[config.mk]
export PLATFORM = sky130hd
export DESIGN_NAME = pgfr_norm
export DESIGN_NICKNAME = d
export VERILOG_FILES = /design/src/rtl/core/pgfr_pkg.sv /design/src/rtl/core/pgfr_norm.sv
export SDC_FILE = /design/constraint.sdc
export NUM_CORES = 2
export LEC_CHECK = 0
export ABC_CLOCK_PERIOD_IN_PS = 15200
export BUFFER_PORTS_ARGS = -buffer_cell sky130_fd_sc_hd__buf_2
export CAP_MARGIN = 10
export CORE_MARGIN = 3
export CORE_UTILIZATION = 60
export DETAILED_ROUTE_END_ITERATION = 8
export PLACE_DENSITY = 0.77
export SLEW_MARGIN = 40
export SYNTH_ARGS = -nofsm -noshare
export SYNTH_HDL_FRONTEND = slang
export SYNTH_SLANG_ARGS = --single-unit
export TNS_END_PERCENT = 10
[constraint.sdc]
create_clock -name clk_i -period 15.2 [get_ports clk_i]
set_input_delay 0.76 -clock clk_i [delete_from_list [all_inputs] [get_ports clk_i]]
set_output_delay 0.76 -clock clk_i [all_outputs]
set_load 0.05 [all_outputs]
[src/rtl/core/pgfr_pkg.sv]
`timescale 1ns / 1ps
// ----------------------------------------------------------------------------
// pgfr_pkg
// Shared types, constants and tables of the polar grid force resultant block.
// ----------------------------------------------------------------------------
package pgfr_pkg;

  // Default grid dimensions.
  localparam int MAX_AZ_BINS_DEF = 64;
  localparam int MAX_EL_BINS_DEF = 32;

  // Configuration register indexes.
  localparam logic [2:0] REG_MIN_AZ  = 3'd0;
  localparam logic [2:0] REG_AZ_STEP = 3'd1;
  localparam logic [2:0] REG_MIN_EL  = 3'd2;
  localparam logic [2:0] REG_EL_STEP = 3'd3;
  localparam logic [2:0] REG_GOAL_X  = 3'd4;
  localparam logic [2:0] REG_GOAL_Y  = 3'd5;
  localparam logic [2:0] REG_GOAL_Z  = 3'd6;

  // Register reset values.
  localparam logic signed [15:0] RST_MIN_AZ  = -16'sd25736;
  localparam logic [14:0]        RST_AZ_STEP = 15'd804;
  localparam logic signed [15:0] RST_MIN_EL  = -16'sd12868;
  localparam logic [14:0]        RST_EL_STEP = 15'd804;
  localparam logic signed [15:0] RST_GOAL_X  = 16'sd16384;
  localparam logic signed [15:0] RST_GOAL_Y  = 16'sd0;
  localparam logic signed [15:0] RST_GOAL_Z  = 16'sd0;

  // Angle constants in units of 2^-16 rad.
  localparam logic [18:0]        TWO_PI_U  = 19'd411775;
  localparam logic signed [20:0] TWO_PI_S  = 21'sd411775;
  localparam logic signed [20:0] PI_S      = 21'sd205887;
  localparam logic signed [20:0] HALF_PI_S = 21'sd102944;

  // CORDIC gain pre-compensation in Q30.
  localparam logic signed [32:0] CORDIC_GAIN = 33'sd652032874;

  // Running sum of one axis, in units of 2^-14 of the bin magnitude.
  typedef logic signed [43:0] pgfr_sum_t;

  // Cosine and sine of one angle, Q30.
  typedef struct packed {
    logic signed [31:0] cos_v;
    logic signed [31:0] sin_v;
  } pgfr_sc_t;

  // Arctangent of 2^-i in units of 2^-16 rad.
  function automatic logic [15:0] atan_lut(input logic [3:0] i);
    logic [15:0] r;
    unique case (i)
      4'd0:  r = 16'd51472;
      4'd1:  r = 16'd30385;
      4'd2:  r = 16'd16055;
      4'd3:  r = 16'd8150;
      4'd4:  r = 16'd4091;
      4'd5:  r = 16'd2047;
      4'd6:  r = 16'd1024;
      4'd7:  r = 16'd512;
      4'd8:  r = 16'd256;
      4'd9:  r = 16'd128;
      4'd10: r = 16'd64;
      4'd11: r = 16'd32;
      4'd12: r = 16'd16;
      4'd13: r = 16'd8;
      4'd14: r = 16'd4;
      4'd15: r = 16'd2;
    endcase
    return r;
  endfunction

endpackage

[src/rtl/core/pgfr_norm.sv]
`timescale 1ns / 1ps
// ----------------------------------------------------------------------------
// pgfr_norm
// Iterative normalizer: power-of-two scaling, sum of squares, bitwise
// square root and restoring division of each component, giving Q1.14.
// ----------------------------------------------------------------------------
module pgfr_norm import pgfr_pkg::*; (
  input  logic               clk_i,
  input  logic               rst_ni,
  input  logic               start_i,
  input  pgfr_sum_t          v_i [3],
  output logic               done_o,
  output logic signed [15:0] dir_o [3]
);

  localparam logic [2:0] N_IDLE = 3'd0;
  localparam logic [2:0] N_DOWN = 3'd1;
  localparam logic [2:0] N_UP   = 3'd2;
  localparam logic [2:0] N_SQ   = 3'd3;
  localparam logic [2:0] N_SQRT = 3'd4;
  localparam logic [2:0] N_DLD  = 3'd5;
  localparam logic [2:0] N_DST  = 3'd6;
  localparam logic [2:0] N_DWR  = 3'd7;

  localparam logic [43:0] ONE_Q30  = 44'd1 << 30;
  localparam logic [43:0] HALF_Q30 = 44'd1 << 29;
  localparam logic [15:0] ONE_Q14  = 16'd16384;

  logic [2:0]         st_q, st_d;
  logic [4:0]         cnt_q, cnt_d;
  logic [1:0]         cmp_q, cmp_d;
  logic               done_q, done_d;
  pgfr_sum_t          w_q [3];
  pgfr_sum_t          w_d [3];
  logic [43:0]        m_q, m_d;
  logic [63:0]        sq_q, sq_d;
  logic [62:0]        res_q, res_d;
  logic [31:0]        rem_q, rem_d;
  logic [15:0]        dvd_q, dvd_d, quo_q, quo_d;
  logic signed [15:0] dir_q [3];
  logic signed [15:0] dir_d [3];

  logic [43:0]        av [3];
  logic [43:0]        mx;
  logic signed [30:0] wl;
  logic signed [61:0] wsq;
  logic [62:0]        bitv, trial;
  logic [31:0]        nrm;
  logic [30:0]        aw;
  logic [45:0]        dend;
  logic [32:0]        tdiv;
  logic               ge;
  logic [15:0]        qc;

  // Largest absolute component of the incoming vector.
  always_comb begin
    for (int i = 0; i < 3; i++) begin
      av[i] = v_i[i][43] ? 44'(-v_i[i]) : 44'(v_i[i]);
    end
    mx = av[0];
    if (av[1] > mx) mx = av[1];
    if (av[2] > mx) mx = av[2];
  end

  // Operands of the square, root and division steps.
  assign wl    = 31'(w_q[cmp_q == 2'd3 ? 2'd0 : cnt_q[1:0]]);
  assign wsq   = wl * wl;
  assign bitv  = 63'd1 << (6'd62 - {cnt_q, 1'b0});
  assign trial = res_q + bitv;
  assign nrm   = res_q[31:0];
  assign aw    = w_q[cmp_q][43] ? 31'(-w_q[cmp_q]) : 31'(w_q[cmp_q]);
  assign dend  = (46'(aw) << 14) + 46'(nrm >> 1);
  assign tdiv  = {rem_q, dvd_q[15]};
  assign ge    = tdiv >= {1'b0, nrm};
  assign qc    = (quo_q > ONE_Q14) ? ONE_Q14 : quo_q;

  // Normalizer sequencer.
  always_comb begin
    st_d   = st_q;
    cnt_d  = cnt_q;
    cmp_d  = cmp_q;
    done_d = 1'b0;
    w_d    = w_q;
    m_d    = m_q;
    sq_d   = sq_q;
    res_d  = res_q;
    rem_d  = rem_q;
    dvd_d  = dvd_q;
    quo_d  = quo_q;
    dir_d  = dir_q;
    unique case (st_q)
      N_IDLE: begin
        if (start_i) begin
          if (mx == '0) begin
            for (int i = 0; i < 3; i++) dir_d[i] = '0;
            done_d = 1'b1;
          end else begin
            w_d  = v_i;
            m_d  = mx;
            st_d = N_DOWN;
          end
        end
      end
      N_DOWN: begin
        if (m_q >= ONE_Q30) begin
          for (int i = 0; i < 3; i++) begin
            w_d[i] = w_q[i][43] ? -((-w_q[i]) >>> 1) : (w_q[i] >>> 1);
          end
          m_d = m_q >> 1;
        end else begin
          st_d = N_UP;
        end
      end
      N_UP: begin
        if (m_q < HALF_Q30) begin
          for (int i = 0; i < 3; i++) w_d[i] = w_q[i] <<< 1;
          m_d = m_q << 1;
        end else begin
          sq_d  = '0;
          cnt_d = '0;
          cmp_d = 2'd0;
          st_d  = N_SQ;
        end
      end
      N_SQ: begin
        sq_d = sq_q + 64'($unsigned(wsq));
        if (cnt_q == 5'd2) begin
          cnt_d = '0;
          res_d = '0;
          st_d  = N_SQRT;
        end else begin
          cnt_d = cnt_q + 5'd1;
        end
      end
      N_SQRT: begin
        if (sq_q >= 64'(trial)) begin
          sq_d  = sq_q - 64'(trial);
          res_d = (res_q >> 1) + bitv;
        end else begin
          res_d = res_q >> 1;
        end
        if (cnt_q == 5'd31) begin
          cmp_d = 2'd0;
          st_d  = N_DLD;
        end else begin
          cnt_d = cnt_q + 5'd1;
        end
      end
      N_DLD: begin
        rem_d = 32'(dend >> 16);
        dvd_d = dend[15:0];
        quo_d = '0;
        cnt_d = '0;
        st_d  = N_DST;
      end
      N_DST: begin
        if (ge) begin
          rem_d = 32'(tdiv - {1'b0, nrm});
        end else begin
          rem_d = 32'(tdiv);
        end
        quo_d = {quo_q[14:0], ge};
        dvd_d = dvd_q << 1;
        if (cnt_q == 5'd15) begin
          st_d = N_DWR;
        end else begin
          cnt_d = cnt_q + 5'd1;
        end
      end
      N_DWR: begin
        dir_d[cmp_q] = w_q[cmp_q][43] ? -$signed(qc) : $signed(qc);
        if (cmp_q == 2'd2) begin
          done_d = 1'b1;
          st_d   = N_IDLE;
        end else begin
          cmp_d = cmp_q + 2'd1;
          st_d  = N_DLD;
        end
      end
    endcase
  end

  // Control registers.
  always_ff @(posedge clk_i or negedge rst_ni) begin
    if (!rst_ni) begin
      st_q   <= N_IDLE;
      cnt_q  <= '0;
      cmp_q  <= '0;
      done_q <= 1'b0;
    end else begin
      st_q   <= st_d;
      cnt_q  <= cnt_d;
      cmp_q  <= cmp_d;
      done_q <= done_d;
    end
  end

  // Datapath registers.
  always_ff @(posedge clk_i) begin
    w_q   <= w_d;
    m_q   <= m_d;
    sq_q  <= sq_d;
    res_q <= res_d;
    rem_q <= rem_d;
    dvd_q <= dvd_d;
    quo_q <= quo_d;
    dir_q <= dir_d;
  end

  assign done_o = done_q;
  assign dir_o  = dir_q;

endmodule

==> impl_metrics.tcl <==
set metrics [dict create \
    fill_cells 10990 \
    drt-total-wl_um 257800 \
    grt_pass1_vias 69290 \
    slew_violations 0 \
    hold_buffers 1 \
    die-area_um2 135200 \
    rows 132 \
    drc_errors 4 \
    place_ws_ps 1307 \
    post_cts_resized 0 \
    root_buffer "clkbuf_16" \
    synth-edff-count 415 \
    regArea_um2 12740 \
    fin_ws_ps 1010 \
    synth_seq_cells 426 \
    dp_hpwl_um 203200 \
    post-place-cells 10800 \
    final_cells 10900 \
    cts.clk_slew.worst_paths_ps 60 \
    numPortBuffers 183 \
    post_cts_buffers 0 \
    syn_area_um2 78490 \
    grt.total_usage_pct 37.62 \
    layout_commonest_cell "inv_1" \
    layout_common_cells "inv_1 (1336), fa_1 (954), nor2_1 (812), nand2_1 (802), ha_1 (545)" \
    setup_tns_ps 0 \
    clock_skew_ps 77.80 \
    crit_type "flop to flop" \
    synth_nets 10860 \
    ys_seq_area_share_pct 16.23 \
    worstPathMaxFanout 35 \
    cts_max_path_buffers 3 \
    drtPass1Iterations 8 \
    grt_max_degree 81 \
    dr_total_vias 69550 \
    fmax_ghz 0.07047 \
    yosysWarnings 0 \
    maxCapViolations 0 \
    start_kind "flop" \
    holdCritPathClass "input pin to flop" \
    antenna_found_initial 6 \
    period_share_pct 93.35 \
    drive_gt1_share_pct 6.128 \
    cp_slowest_cell "nor3_2" \
    whs_ps 471.7 \
    max_slew_margin_pct 34.16 \
    antenna_left 0 \
    synthArstFlopShare_pct 2.582 \
    setup_viol 0 \
    syn_inst 9225 \
    viasPerCell 6.379 \
    cts_sinks 426 \
    min_period_ps 14190 \
    cp.required_ps 15570 \
    final_nets 10750 \
    ioPinCount 184 \
    cts_buffers 53 \
    crit_path_end_kind "flop" \
    routedWlPerCell_um 23.64 \
    arrival_ps 14560 \
    yosysUniqueCellTypes 102 \
    die_x_um 367.7 \
    gp_congestion 1.026 \
    die_h_um 367.7 \
    violations "DRC" \
    crit_path_frequent_cell "fa_1" \
    cts_tree "yes" \
    grt_setup_unrepaired "no" \
    multi_input_area_um2 59260 \
    avgSynthCellArea_um2 8.509 \
    max_stage_delay_ps 680 \
    insertion_delay_ps 700 \
    cts.htree.levels 2 \
    placeableCoreArea_um2 129600 \
    initialDrtViolationCount 7521 \
    finalHoldViolCount 0 \
    ys.flop_type "edfxtp_1" \
    grt_overflow 0 \
    grt_pass1_wl_um 397500 \
    status "complete, but fails checks" \
    syn_to_final_growth_pct 5.732 \
    start_util_pct 60.54 \
    worstMarginPinSlew_ps 960.2 \
]
[path summary, 6_finish.rpt]
| path | startpoint | endpoint | slack [ps] | cells past startpoint |
|---|---|---|---|---|
| min in group asynchronous | rst_ni | st_q[2] | 520 | 2 |
| max reg2reg | cnt_q[0] | sq_q[63] | 1010 | 45 |
| min | v_i[42] | w_q[42] | 470 | 3 |
| min reg2reg | dvd_q[14] | dvd_q[15] | 520 | 2 |
| max in group asynchronous | rst_ni | cmp_q[0] | 14360 | 2 |
| max | cnt_q[0] | sq_q[63] | 1010 | 45 |
[critical path: cells and delay by family, from the launching register on]
kind,cells,cell delay [ps]
compound gates,18,4980
fa+ha+maj,10,4870
simple gates,7,1980
buf+inv,9,1610
flops,1,320
xor+xnor,1,80
[routing by layer]
| layer | up-vias | wire length [µm] | GRT usage (%) |
|---|---|---|---|
| met5 | - | 27 | 0 |
| met4 | 4 | 20830 | 24.28 |
| met3 | 927 | 24320 | 6.221 |
| met2 | 3768 | 116700 | 59.70 |
| met1 | 33690 | 95910 | 47.90 |
| li1 | 31160 | - | - |
[layout make-up]
cell class | instances | share of cell area, %
tap | 1742 | 2.626
sequential | 426 | 15.35
inverter | 1344 | 6.079
timing repair buffer | 302 | 2.287
clock buffer | 56 | 1.612
antenna | 6 | 0.01809
clock inverter | 42 | 0.6242
multi-input combinational | 6985 | 71.40
[cells by family after synthesis]
logic type | synth area share [%]
AND/OR/NAND/NOR | 15.33
buffers and inverters | 8.726
multiplexers | 1.396
XOR/XNOR | 8.079
AO/OA/AOI/OAI | 17.18
adder cells (fa/ha/maj) | 33.06
flip-flops | 16.23
[state kept, by name, summed over array words and instances, names as in the netlist]
name	cells
res_q	63
sq_q	64
cmp_q	2
st_q	3
rem_q	32
m_q	44
cnt_q	5
done_o	1
dvd_q	16
quo_q	16
w_q	132
dir_o	48
[synth_stat cells, drive strengths merged, types with 49 or more instances]
cell    number  area [µm²]
xnor2      383        3354
nand4      102       638.1
or3         86       538.0
a21oi      497        2487
nor4        84       584.3
inv       1338        5022
nand2      805        3022
edfxtp     415       12460
a21o       141        1059
ha         546        6832
nor2       822        3088
nand3      133       670.6
buf         64       280.3
a22oi      126       950.9
nand2b      63       394.1
xor2       341        2987
o21ai      479        2397
o21a        54       405.4
and3        56       350.3
a31oi       92       575.6
and2        49       306.5
nor3       128       645.6
clkbuf     406        1524
o31ai       75       601.8
fa         955       19120
a211oi     115       863.3
mux2i       87       870.8
nor2b       53       331.6
o22ai      118       738.2
[stage by stage]
step,utilization (%),area (µm²)
after floorplan,-,78500
after global placement,62.42,80930
after detailed placement,62.51,81040
after CTS,63.94,82900
after global routing,64.01,82990
final,64.01,82990
Power is left out: the tool's default activity adds up to more than one toggle a clock period on the data nets, which glitch-free logic cannot reach.
