<file path="src/rtl/core/pgfr_pkg.sv">
`timescale 1ns / 1ps
// ----------------------------------------------------------------------------
// pgfr_pkg
// Shared types, constants and tables of the polar grid force resultant block.
// ----------------------------------------------------------------------------
package pgfr_pkg;

  // Default grid dimensions.
  localparam int MAX_AZ_BINS_DEF = 64;
  localparam int MAX_EL_BINS_DEF = 32;

  // Configuration register indexes.
  localparam logic [2:0] REG_MIN_AZ  = 3'd0;
  localparam logic [2:0] REG_AZ_STEP = 3'd1;
  localparam logic [2:0] REG_MIN_EL  = 3'd2;
  localparam logic [2:0] REG_EL_STEP = 3'd3;
  localparam logic [2:0] REG_GOAL_X  = 3'd4;
  localparam logic [2:0] REG_GOAL_Y  = 3'd5;
  localparam logic [2:0] REG_GOAL_Z  = 3'd6;

  // Register reset values.
  localparam logic signed [15:0] RST_MIN_AZ  = -16'sd25736;
  localparam logic [14:0]        RST_AZ_STEP = 15'd804;
  localparam logic signed [15:0] RST_MIN_EL  = -16'sd12868;
  localparam logic [14:0]        RST_EL_STEP = 15'd804;
  localparam logic signed [15:0] RST_GOAL_X  = 16'sd16384;
  localparam logic signed [15:0] RST_GOAL_Y  = 16'sd0;
  localparam logic signed [15:0] RST_GOAL_Z  = 16'sd0;

  // Angle constants in units of 2^-16 rad.
  localparam logic [18:0]        TWO_PI_U  = 19'd411775;
  localparam logic signed [20:0] TWO_PI_S  = 21'sd411775;
  localparam logic signed [20:0] PI_S      = 21'sd205887;
  localparam logic signed [20:0] HALF_PI_S = 21'sd102944;

  // CORDIC gain pre-compensation in Q30.
  localparam logic signed [32:0] CORDIC_GAIN = 33'sd652032874;

  // Running sum of one axis, in units of 2^-14 of the bin magnitude.
  typedef logic signed [43:0] pgfr_sum_t;

  // Cosine and sine of one angle, Q30.
  typedef struct packed {
    logic signed [31:0] cos_v;
    logic signed [31:0] sin_v;
  } pgfr_sc_t;

  // Arctangent of 2^-i in units of 2^-16 rad.
  function automatic logic [15:0] atan_lut(input logic [3:0] i);
    logic [15:0] r;
    unique case (i)
      4'd0:  r = 16'd51472;
      4'd1:  r = 16'd30385;
      4'd2:  r = 16'd16055;
      4'd3:  r = 16'd8150;
      4'd4:  r = 16'd4091;
      4'd5:  r = 16'd2047;
      4'd6:  r = 16'd1024;
      4'd7:  r = 16'd512;
      4'd8:  r = 16'd256;
      4'd9:  r = 16'd128;
      4'd10: r = 16'd64;
      4'd11: r = 16'd32;
      4'd12: r = 16'd16;
      4'd13: r = 16'd8;
      4'd14: r = 16'd4;
      4'd15: r = 16'd2;
    endcase
    return r;
  endfunction

endpackage

</file>
<file path="src/rtl/core/pgfr_cordic.sv">
`timescale 1ns / 1ps
// ----------------------------------------------------------------------------
// pgfr_cordic
// Iterative sine and cosine of a bin-centre angle: range reduction by
// shifted subtraction, quadrant folding and sixteen CORDIC rotations.
// ----------------------------------------------------------------------------
module pgfr_cordic import pgfr_pkg::*; (
  input  logic               clk_i,
  input  logic               rst_ni,
  input  logic               start_i,
  input  logic signed [15:0] min_i,
  input  logic [14:0]        step_i,
  input  logic [5:0]         index_i,
  output logic               done_o,
  output pgfr_sc_t           sc_o
);

  localparam logic [2:0] C_IDLE = 3'd0;
  localparam logic [2:0] C_RED  = 3'd1;
  localparam logic [2:0] C_FOLD = 3'd2;
  localparam logic [2:0] C_ITER = 3'd3;
  localparam logic [2:0] C_FIN  = 3'd4;

  // Clamp a rotated value to plus or minus one in Q30.
  function automatic logic signed [31:0] clamp_q30(input logic signed [32:0] v);
    if (v > 33'sd1073741824) begin
      return 32'sd1073741824;
    end else if (v < -33'sd1073741824) begin
      return -32'sd1073741824;
    end else begin
      return 32'(v);
    end
  endfunction

  logic [2:0]         st_q, st_d;
  logic [3:0]         cnt_q, cnt_d;
  logic               done_q, done_d;
  logic [24:0]        amag_q, amag_d;
  logic               aneg_q, aneg_d;
  logic signed [19:0] z_q, z_d;
  logic signed [32:0] x_q, x_d, y_q, y_d;
  logic               neg_q, neg_d;
  pgfr_sc_t           sc_q, sc_d;

  logic [21:0]        odd_prod;
  logic signed [25:0] ang;
  logic [24:0]        twopi_sh;
  logic signed [20:0] r0, r1, r2;
  logic               fneg;
  logic signed [32:0] xs, ys, xn, yn;
  logic signed [19:0] ad;

  // Bin-centre angle: 4 * (2 * min + (2 * index + 1) * step).
  assign odd_prod = {index_i, 1'b1} * step_i;
  assign ang      = ((26'(min_i) <<< 1) + $signed({4'd0, odd_prod})) <<< 2;

  // Multiple of two pi tried in this reduction step.
  assign twopi_sh = {6'd0, TWO_PI_U} << (3'd5 - cnt_q[2:0]);

  // Fold the reduced angle into the right half plane.
  always_comb begin
    r0 = aneg_q ? -$signed({1'b0, amag_q[19:0]}) : $signed({1'b0, amag_q[19:0]});
    if (r0 > PI_S) begin
      r1 = r0 - TWO_PI_S;
    end else if (r0 < -PI_S) begin
      r1 = r0 + TWO_PI_S;
    end else begin
      r1 = r0;
    end
    fneg = 1'b0;
    if (r1 > HALF_PI_S) begin
      r2   = r1 - PI_S;
      fneg = 1'b1;
    end else if (r1 < -HALF_PI_S) begin
      r2   = r1 + PI_S;
      fneg = 1'b1;
    end else begin
      r2 = r1;
    end
  end

  // Shifts that truncate toward zero.
  assign xs = x_q[32] ? -((-x_q) >>> cnt_q) : (x_q >>> cnt_q);
  assign ys = y_q[32] ? -((-y_q) >>> cnt_q) : (y_q >>> cnt_q);
  assign ad = $signed({4'd0, atan_lut(cnt_q)});
  assign xn = neg_q ? -x_q : x_q;
  assign yn = neg_q ? -y_q : y_q;

  // Sequencer of the shared rotation unit.
  always_comb begin
    st_d   = st_q;
    cnt_d  = cnt_q;
    done_d = 1'b0;
    amag_d = amag_q;
    aneg_d = aneg_q;
    z_d    = z_q;
    x_d    = x_q;
    y_d    = y_q;
    neg_d  = neg_q;
    sc_d   = sc_q;
    unique case (st_q)
      C_IDLE: begin
        if (start_i) begin
          amag_d = ang[25] ? 25'(-ang) : 25'(ang);
          aneg_d = ang[25];
          cnt_d  = 4'd0;
          st_d   = C_RED;
        end
      end
      C_RED: begin
        if (amag_q >= twopi_sh) begin
          amag_d = amag_q - twopi_sh;
        end
        if (cnt_q == 4'd5) begin
          st_d = C_FOLD;
        end else begin
          cnt_d = cnt_q + 4'd1;
        end
      end
      C_FOLD: begin
        z_d   = 20'(r2);
        neg_d = fneg;
        x_d   = CORDIC_GAIN;
        y_d   = '0;
        cnt_d = 4'd0;
        st_d  = C_ITER;
      end
      C_ITER: begin
        if (!z_q[19]) begin
          x_d = x_q - ys;
          y_d = y_q + xs;
          z_d = z_q - ad;
        end else begin
          x_d = x_q + ys;
          y_d = y_q - xs;
          z_d = z_q + ad;
        end
        if (cnt_q == 4'd15) begin
          st_d = C_FIN;
        end else begin
          cnt_d = cnt_q + 4'd1;
        end
      end
      C_FIN: begin
        sc_d.cos_v = clamp_q30(xn);
        sc_d.sin_v = clamp_q30(yn);
        done_d     = 1'b1;
        st_d       = C_IDLE;
      end
      default: begin
        st_d = C_IDLE;
      end
    endcase
  end

  // Control registers.
  always_ff @(posedge clk_i or negedge rst_ni) begin
    if (!rst_ni) begin
      st_q   <= C_IDLE;
      cnt_q  <= '0;
      done_q <= 1'b0;
    end else begin
      st_q   <= st_d;
      cnt_q  <= cnt_d;
      done_q <= done_d;
    end
  end

  // Datapath registers.
  always_ff @(posedge clk_i) begin
    amag_q <= amag_d;
    aneg_q <= aneg_d;
    z_q    <= z_d;
    x_q    <= x_d;
    y_q    <= y_d;
    neg_q  <= neg_d;
    sc_q   <= sc_d;
  end

  assign done_o = done_q;
  assign sc_o   = sc_q;

endmodule

</file>
<file path="config.mk">
export PLATFORM = sky130hd
export DESIGN_NAME = pgfr_cordic
export DESIGN_NICKNAME = d
export VERILOG_FILES = /design/src/rtl/core/pgfr_pkg.sv /design/src/rtl/core/pgfr_cordic.sv
export SDC_FILE = /design/constraint.sdc
export NUM_CORES = 2
export LEC_CHECK = 0
export BUFFER_PORTS_ARGS = -buffer_cell sky130_fd_sc_hd__buf_4
export CORE_ASPECT_RATIO = 1.25
export CORE_MARGIN = 2
export CORE_UTILIZATION = 54
export CTS_CLUSTER_SIZE = 20
export DETAILED_ROUTE_END_ITERATION = 16
export PLACE_DENSITY_LB_ADDON = 0.05
export SETUP_SLACK_MARGIN = 0.02
export SKIP_LAST_GASP = 1
export SLEW_MARGIN = 20
export SYNTH_ARGS = -nofsm -noshare
export SYNTH_HDL_FRONTEND = slang
export SYNTH_SLANG_ARGS = --single-unit
</file>
<file path="constraint.sdc">
create_clock -name clk_i -period 10.7 [get_ports clk_i]
set_clock_uncertainty 0.05 [all_clocks]
set_input_delay 0.535 -clock clk_i [delete_from_list [all_inputs] [get_ports clk_i]]
set_output_delay 0.535 -clock clk_i [all_outputs]
set_load 0.01 [all_outputs]
</file>
==> impl_metrics.toml <==
[synth]
ys_ff_latch = 185
synth_top_area_share = 0.153
syn_nets = 4951
avgSynthCellArea_um2 = 7.50
syn_area_mm2 = 0.0348
yosysWarnings = 0
synth_ff_type = "edfxtp_1"
synth_top_area_cell = "edfxtp_1"
ys_seq_area_frac = 0.158
synth_area_leaders = "edfxtp_1 (15%), ha_1 (7.1%), xnor2_1 (5.8%)"
async_flop_share = 0.0432
synth_enable_flop_cells = 177
syn_inst = 4644
ys_types = 105

[clock_network]
cts.clk_slew.worst_paths_ps = 80
insertion_delay_ps = 530
cts_buffers = 17
cts-root-buf = "clkbuf_16"
cts_sinks = 185
cts_tree = "yes"
ctsResizeCount = 0
clockBufferDepth = 2
h-tree-depth = 4
cts_setup_buffers = 0

[global_routing]
grt_first_pass_wirelength_um = 201000
grt_pass1_vias = 33900
grtUsageTotal = 0.389
antenna_found_initial = 1
grt_max_degree = 70
overflow = 0

[setup_path]
rrSetupSlack_ps = 940
cp_common_cell = "a21oi_1"
crit_path_end_kind = "register"
path_class = "register to register"
critPathMaxFanout = 15
critical-path-max-stage-delay_ps = 840
critPathSlowestCell = "or4b_2"
start_kind = "register"
arrival_ps = 9960
crit_required_ps = 10900

[sta]
setup_violations = 0
slew-limit-headroom = 0.275
hold_viol = 0
rsz0062_at_grt = "no"
setup_tns_ps = 0
tightest_slew_ps = 1080
period_needed_ps = 9760
max_clock_freq_mhz = 102
drv_slew = 0
fin_ws_ps = 943
timing.final.crit_share = 0.912

[cells_and_area]
antenna_cells = 0
drive_gt1_frac = 0.0906
nets = 4843
final_util = 0.572
num-fill-cells = 6319
finalNonFillerCells = 5397
area_growth_syn_to_layout_pct = 5.51

[placed_design]
numPortBuffers = 104
place_ws_ps = 1190
routabilityCongestion = 1.09
dpl.cell_count = 5363
dp_hpwl_um = 100000

[route]
dr.pass1.iters = 7
drt-wirelength-per-cell_um = 24.5
ant_nets = 0
vias = 36600
route.detailed.drc = 0
routed_wl_um = 132000
via_per_inst = 6.78
drt-initial-drc-count = 4373

[floorplanning]
fp.dieW_um = 231
fp.dieH_um = 288
coreArea_mm2 = 0.0642
initial_core_util = 0.543
die_area_mm2 = 0.0665
ios = 105
row_count = 104

[worst_hold_path]
hp-class = "input port to async pin"

[flow_run]
max-cap-violations = 0

[status]
status = "completed"
==> routing by layer <==
layer  GRT usage  wire length, um
met1       0.468            49800
met2       0.616            59700
met3      0.0622            10700
met4       0.315            12100
met5           0                0
==> worst max-delay path, delay by kind of cell (launching register included) <==
family	cells	cell delay, ps
flops	1	570
fa+ha+maj	3	900
xor+xnor	1	200
mux	2	240
compound gates	15	4430
buf+inv	2	220
simple gates	6	2880
==> flip-flops by register name (all words and copies together), names as in the netlist <==
register,count
neg_q,1
done_o,1
z_q,20
x_q,33
y_q,33
cnt_q,4
aneg_q,1
st_q,3
sc_o,64
amag_q,25
==> placed cells by master (no fill, tap or decap), types with 17 or more instances in the layout <==
| master | netlist | layout |
|---|---|---|
| a31o_2 | 17 | 17 |
| and2_1 | 128 | 128 |
| or2_2 | 45 | 45 |
| a32oi_1 | 21 | 21 |
| nor3_1 | 153 | 153 |
| a21o_1 | 54 | 54 |
| ha_1 | 198 | 198 |
| nor4_1 | 60 | 59 |
| xnor2_1 | 229 | 229 |
| fa_1 | 69 | 69 |
| nand2_1 | 453 | 452 |
| a21boi_0 | 33 | 33 |
| or3_1 | 66 | 66 |
| nor2b_1 | 52 | 51 |
| clkbuf_16 | 0 | 17 |
| nand3_1 | 103 | 103 |
| a211oi_1 | 65 | 64 |
| mux2i_1 | 101 | 101 |
| edfxtp_1 | 177 | 177 |
| o21bai_1 | 24 | 24 |
| or4_1 | 41 | 41 |
| a21oi_1 | 312 | 311 |
| nand4_1 | 50 | 50 |
| and3_1 | 62 | 62 |
| buf_4 | 0 | 189 |
| xor2_1 | 162 | 162 |
| a22oi_1 | 23 | 23 |
| o21ai_0 | 247 | 246 |
| o211ai_1 | 36 | 36 |
| a31oi_1 | 76 | 75 |
| nor2_1 | 482 | 482 |
| o21a_1 | 32 | 32 |
| mux4_2 | 48 | 48 |
| nand2b_1 | 40 | 40 |
| o22ai_1 | 25 | 25 |
| o31ai_1 | 67 | 67 |
| inv_1 | 211 | 208 |
| mux2_2 | 25 | 25 |
==> synth_stat cells (17+ instances only) <==
master / number
a211oi_1: 65
a21boi_0: 33
a21o_1: 54
a21oi_1: 312
a22oi_1: 23
a31o_2: 17
a31oi_1: 76
a32oi_1: 21
and2_1: 128
and3_1: 62
buf_1: 45
buf_2: 25
clkbuf_1: 245
edfxtp_1: 177
fa_1: 69
ha_1: 198
inv_1: 211
mux2_2: 25
mux2i_1: 101
mux4_2: 48
nand2_1: 453
nand2b_1: 40
nand3_1: 103
nand4_1: 50
nor2_1: 482
nor2b_1: 52
nor3_1: 153
nor4_1: 60
o211ai_1: 36
o21a_1: 32
o21ai_0: 247
o21bai_1: 24
o22ai_1: 25
o31ai_1: 67
or2_2: 45
or3_1: 66
or4_1: 41
xnor2_1: 229
xor2_1: 162
==> path summary, 6_finish.rpt <==
check,startpoint,end,cells after the start
max,y_q[1]$_SDFFCE_PN0P_,x_q[32]$_SDFFCE_PN0P_,29
min,rst_ni,cnt_q[3]$_DFFE_PN0P_,2
max reg2reg,y_q[1]$_SDFFCE_PN0P_,x_q[32]$_SDFFCE_PN0P_,29
min reg2reg,st_q[2]$_DFFE_PN0P_,st_q[1]$_DFFE_PN0P_,1
max in group asynchronous,rst_ni,cnt_q[2]$_DFFE_PN0P_,2
min in group clk_i,start_i,aneg_q$_DFFE_PP_,2
==> cells by family after synthesis <==
group | count (synthesis) | synth area share
AND/OR/NAND/NOR | 1826 | 0.262
AO/OA/AOI/OAI | 1271 | 0.243
buffers and inverters | 530 | 0.0585
XOR/XNOR | 391 | 0.0984
adder cells (fa/ha/maj) | 267 | 0.111
flip-flops | 185 | 0.158
multiplexers | 174 | 0.0682
==> what timing repair did <==
item                                   in CTS  in global routing
hold buffers                                1                  0
setup endpoints to repair                   0                  0
endpoints found under the hold margin       8                  0
==> metrics by stage <==
stage | hold WS, ps | area (um^2)
5_1_grt | 379 | 36700
2_1_floorplan | 189 | 34800
4_1_cts | 328 | 36700
6_report | 359 | 36700
3_3_place_gp | 309 | 36100
3_5_place_dp | 310 | 36100
==> cell type report <==
cell class	count	area, um^2	area share
multi-input combinational	3929	27300	0.744
clock buffer	17	425	0.0116
timing repair buffer	191	1450	0.0395
clock inverter	15	151	0.00412
tap	848	1060	0.0289
sequential	185	5530	0.151
inverter	212	801	0.0218
Power is not shown: default switching activity piles up to over one toggle a cycle in this logic, so the estimate is an artifact.
